File: src/design/hvt_pkg.sv
// Package of the histogram valley threshold block: sizes, payload types,
// and the control struct for the peak tracker. No dependencies.
package hvt_pkg;

   localparam int HVT_COUNT_WIDTH = 22;
   localparam int HVT_BIN_COUNT   = 256;
   localparam int PIX_W           = 8;

   typedef struct packed {
      logic [PIX_W-1:0] pixel_value;
      logic             in_region;
      logic             last_pixel;
   } hvt_req_type;

   typedef struct packed {
      logic [PIX_W-1:0] threshold_level;
      logic             too_few_peaks;
   } hvt_rsp_type;

   // Control from the sequencer to the peak tracker, one per scan cycle.
   typedef struct packed {
      logic             clear;   // start of a scan: drop old peaks
      logic             shift;   // a bin count arrives: advance the window
      logic             eval;    // window center is a candidate bin
      logic [PIX_W-1:0] center;  // bin index of the window center
   } hvt_pk_ctl_type;

endpackage

File: src/design/hvt_peak_track.sv
// Peak tracker: three-bin sliding window over the scanned counts, keeps the
// two largest strict local peaks. Uses hvt_pkg.
module hvt_peak_track #(
   parameter int COUNT_WIDTH = hvt_pkg::HVT_COUNT_WIDTH
) (
   input  logic                      clock,
   input  logic                      reset,
   input  hvt_pkg::hvt_pk_ctl_type   ctl,
   input  logic [COUNT_WIDTH-1:0]    din,
   output logic [hvt_pkg::PIX_W-1:0] top_bin,
   output logic [hvt_pkg::PIX_W-1:0] second_bin,
   output logic [1:0]                peaks_seen
);
   import hvt_pkg::*;

   logic [COUNT_WIDTH-1:0] w0_ff, w0_in, w1_ff, w1_in;
   logic [COUNT_WIDTH-1:0] top_cnt_ff, top_cnt_in, sec_cnt_ff, sec_cnt_in;
   logic [PIX_W-1:0]       top_bin_ff, top_bin_in, sec_bin_ff, sec_bin_in;
   logic [1:0]             seen_ff, seen_in;
   logic                   is_peak;

   assign is_peak = ctl.eval && (w1_ff > w0_ff) && (w1_ff > din);

   always_comb begin
      w0_in      = w0_ff;
      w1_in      = w1_ff;
      top_cnt_in = top_cnt_ff;
      sec_cnt_in = sec_cnt_ff;
      top_bin_in = top_bin_ff;
      sec_bin_in = sec_bin_ff;
      seen_in    = seen_ff;
      if (ctl.clear) begin
         top_bin_in = '0;
         sec_bin_in = '0;
         seen_in    = 2'd0;
      end else begin
         if (ctl.shift) begin
            w0_in = w1_ff;
            w1_in = din;
         end
         if (is_peak) begin
            // Replace only on a strictly larger count: ties stay with the lower bin.
            priority if (seen_ff == 2'd0) begin
               top_bin_in = ctl.center;
               top_cnt_in = w1_ff;
               seen_in    = 2'd1;
            end else if (w1_ff > top_cnt_ff) begin
               sec_bin_in = top_bin_ff;
               sec_cnt_in = top_cnt_ff;
               top_bin_in = ctl.center;
               top_cnt_in = w1_ff;
               seen_in    = 2'd2;
            end else if (seen_ff == 2'd1 || w1_ff > sec_cnt_ff) begin
               sec_bin_in = ctl.center;
               sec_cnt_in = w1_ff;
               seen_in    = 2'd2;
            end else begin
               // Weaker than both kept peaks: hold them.
               seen_in = seen_ff;
            end
         end
      end
   end

   always_ff @(posedge clock) begin
      if (reset) begin
         seen_ff    <= 2'd0;
         top_bin_ff <= '0;
         sec_bin_ff <= '0;
      end else begin
         seen_ff    <= seen_in;
         top_bin_ff <= top_bin_in;
         sec_bin_ff <= sec_bin_in;
      end
   end

   always_ff @(posedge clock) begin
      w0_ff      <= w0_in;
      w1_ff      <= w1_in;
      top_cnt_ff <= top_cnt_in;
      sec_cnt_ff <= sec_cnt_in;
   end

   assign top_bin    = top_bin_ff;
   assign second_bin = sec_bin_ff;
   assign peaks_seen = seen_ff;

endmodule

File: config.mk
export PLATFORM = sky130hd
export DESIGN_NAME = hvt_peak_track
export DESIGN_NICKNAME = d
export VERILOG_FILES = /design/src/design/hvt_pkg.sv /design/src/design/hvt_peak_track.sv
export SDC_FILE = /design/constraint.sdc
export NUM_CORES = 1
export LEC_CHECK = 0
export BUFFER_PORTS_ARGS = -buffer_cell sky130_fd_sc_hd__buf_4
export CORE_MARGIN = 2
export CORE_UTILIZATION = 47
export CTS_BUF_LIST = sky130_fd_sc_hd__clkbuf_4 sky130_fd_sc_hd__clkbuf_8
export DETAILED_ROUTE_END_ITERATION = 16
export PLACE_DENSITY_LB_ADDON = 0.3
export SLEW_MARGIN = 20
export SYNTH_ARGS = -nofsm -noshare
export SYNTH_HDL_FRONTEND = slang
export SYNTH_SLANG_ARGS = --single-unit
File: constraint.sdc
create_clock -name clock -period 4.88 [get_ports clock]
set_input_delay 1.22 -clock clock [delete_from_list [all_inputs] [get_ports clock]]
set_output_delay 1.22 -clock clock [all_outputs]
set_load 0.03 [all_outputs]
==> results.md <==
- Routed Wire Length: 12,500 um
- Max_slew headroom: between 30% and 40%
- Cts hold-fix bufs: 0
- PD cells: 275 nW/um2
- GPL Wtd Cong: 0.773
- Mux contribution to synthesized area: between 1.5 and 2%
- Worst setup SP type: input port
- Largest family of logic cells by synthesized area: adder cells
- Synth Area in Compound Gates: roughly 14%
- Top_reg_cell synth: edfxtp_1
- R2R setup slack: about 1.4 ns
- FF/Latch Area: 3000 um2
- Die height: ~120 um
- Max-cap violations: 0
- WP buf/inv: 3
- CTS tree: built
- 1st-iter DRT viols: 230
- Layout overhead on the synthesized area: 13.5%
- GRT Total Usage: around a fifth
- Cell family with most CP delay: simple AND/OR/NAND/NOR gates
- Worst stage delay on the critical path: 0.63 ns
- Worst Skew: about 0.014 ns
- Detailed Routing Iterations Pass 1: 5
- Largest net degree at the start of global routing: 52
- Worst min-delay path category: reg -> reg
- Crit path kind: in -> reg
- Post-synthesis sequential area ratio: 49.6%
- CTS clk-pin slew, worst paths: 0.10 ns
- Critical Path RT: 4.94 ns
- WP data arrival: between 3 and 4 ns
- Dpl ws: 0.821 ns
- Setup crit end kind: flip-flop
- WHS Endpoint: w0_ff[0]$_DFFE_PP_
- Fill count: approximately 1,100
- Detailed Place HPWL: between 9000 and 10,000 um
- Via count: 4,183
- Yosys warns: 0
- Netlist cell types: 49
- IO Count: 53
- RSZ-0062 raised after global routing: false
- Skew-Pair Late Insertion Delay: 0.38 ns
- Slew Viols, Final: 0
- R2R Path Start: w1_ff[7]$_DFFE_PP_
- DR DRC count: 0
- Die X: 118 um
- Final hold violation count: 0
- Post-CTS Setup Bufs: 0
- LEAKAGE: a little over 3 nW
- Area occupied by multi-input gates: 2640 um2
- Ant. Diodes: 0
- Synth Instances: 542
- Worst hold stages: 0
- Die ar.: 13,800 um2
- CTS buffer count: 9
- Via density: between 5 and 6
- Row count: between 40 and 50
- Most frequent cells in the layout: inv_1 (97), ha_1 (88), edfxtp_1 (88)
- EDFF count, synth: 88
- GRT Residual Overflow: 0
- Proportion of layout cells with a drive suffix above 1: 16.4%
- Final period util: approximately three quarters
- Commonest non-fill, non-tap cell in the layout: inv_1
- Final worst path period need: 3.70 ns
- Worst-path cell chain: buf_4 -> inv_1 -> ha_1 -> nand4_1 -> nor4_2 -> o31ai_1 -> nand3_2 -> nand3_2 -> or3_1 -> nor2_2 -> buf_4
- Final Net Count: 721
- Worst-path maximum fanout: 22
- Hold_sp: w1_ff[0]$_DFFE_PP_
- Total clock sinks: 106
- ANT nets after route: 0
- Syn_nets: 665
- First-pass GRT wire length: 20,500 um
- Simple-gate share of the synthesized area: under 10%
- Slowest CP cell: or3_1
- Average routed wire per standard cell: 16.2 um
- Syn Area/Cell: 11.2 um2
- Reg2reg end: sec_cnt_ff[18]$_DFFE_PP_
- Vias in the first global route: between 4,000 and 5,000
- Asr flop ratio synth: 0%
- Total negative slack: 0 ns
- Setup slack after layout: 1.18 ns
- # setup viols final: 0
- # resized after CTS: 0
- IR drop worst, VDD: 181 uV
- Root Driver: clkbuf_8
- Fmax achieved: 270 MHz
- I/O Buffers: 52
- Initial antenna violation count: 0
- Mapped cell area: 6060 um2
- Actual slew at the worst max-slew pin: just over 1 ns
- Core Region: around 13,000 um2
- XOR/XNOR Fraction of Synth Area: 0%
- CTS max path bufs: 2
- Initial Util: 48.0%
- R2R depth: 9
- Adder-cell share of the synthesized area: a little under a fifth
- Seq cells post-synth: between 100 and 150
- H-tree levels: 3
- Status: finished clean
## cells in the mapped netlist (4+ instances only)
cell type   n  area (um2)
a21boi_0    4        30.0
a21oi_1    35         175
clkbuf_1    6        22.5
dfxtp_1    18         360
edfxtp_1   88        2640
ha_1       88        1100
inv_1      97         364
mux2i_1     8        80.1
nand2_1    42         158
nand2b_1    4        25.0
nand3_1     6        30.0
nand4_1    16         100
nor2_1     13        48.8
nor3_1      5        25.0
o211ai_1    9        67.6
o21ai_0    30         150
o311ai_0    8        70.1
o31ai_1     5        37.5
o31ai_2     8         100
o41ai_1     8        70.1
## power by group
part	internal (mW)	total, mW	switching, mW
registers	1.01	1.04	0.0324
logic	0.100	0.243	0.143
clock network	0.297	0.604	0.307
total	1.41	1.89	0.482
## stage by stage
step | instance area [um2] | instances | hold slack [ns] | utilization [%] | total power [mW]
final | 6880 | 775 | 0.517 | 54.5 | 1.89
after global routing | 6880 | 775 | 0.550 | 54.5 | 1.98
after CTS | 6880 | 775 | 0.517 | 54.5 | 1.90
after detailed placement | 6650 | 759 | 0.493 | 52.7 | 1.31
after global placement | 6650 | 759 | 0.491 | 52.7 | 1.29
after floorplan | 6060 | 542 | 0.463 | - | 1.22
## routing by layer
metal,vias up,track usage [%],routed length (um)
met1,1993,23.9,5580
li1,2095,-,-
met4,0,5.65,139
met5,-,0,0
met2,85,32.8,6280
met3,10,2.62,529
## cell families after synthesis
logic type                 after synthesis
adders and majority gates               88
muxes                                    9
AOI/OAI and AO/OA                      124
buffers and inverters                  109
and+or+nand+nor                        106
DFF                                    106
## cell type report
type                       count  area share [%]
clock buffer                  10            1.91
clock inverter                 6            1.31
inverter                      97            5.30
multi-input combinational    327            38.5
sequential                   106            43.7
tap                          172            3.13
timing repair buffer          57            6.22
## flip-flops by register name, summed over array words and instances, names as in the netlist
name and cells:
sec_cnt_ff 22, top_cnt_ff 22, w0_ff 22, w1_ff 22, second_bin 8, top_bin 8
peaks_seen 2
## worst max-delay path by stage
stage | endpoint | slack [ns] | cells after the start | startpoint
4_1_cts | sec_cnt_ff[19]$_DFFE_PP_ | 1.19 | 11 | din[20]
5_1_grt | sec_cnt_ff[19]$_DFFE_PP_ | 0.99 | 11 | din[20]
3_3_place_gp | sec_cnt_ff[15]$_DFFE_PP_ | 0.94 | 11 | din[20]
3_5_place_dp | sec_cnt_ff[15]$_DFFE_PP_ | 0.82 | 11 | din[20]
2_1_floorplan | top_cnt_ff[0]$_DFFE_PP_ | 0.31 | 9 | din[20]
6_report | sec_cnt_ff[18]$_DFFE_PP_ | 1.18 | 11 | din[20]
Note: power is estimated with default switching activity, not from simulation.
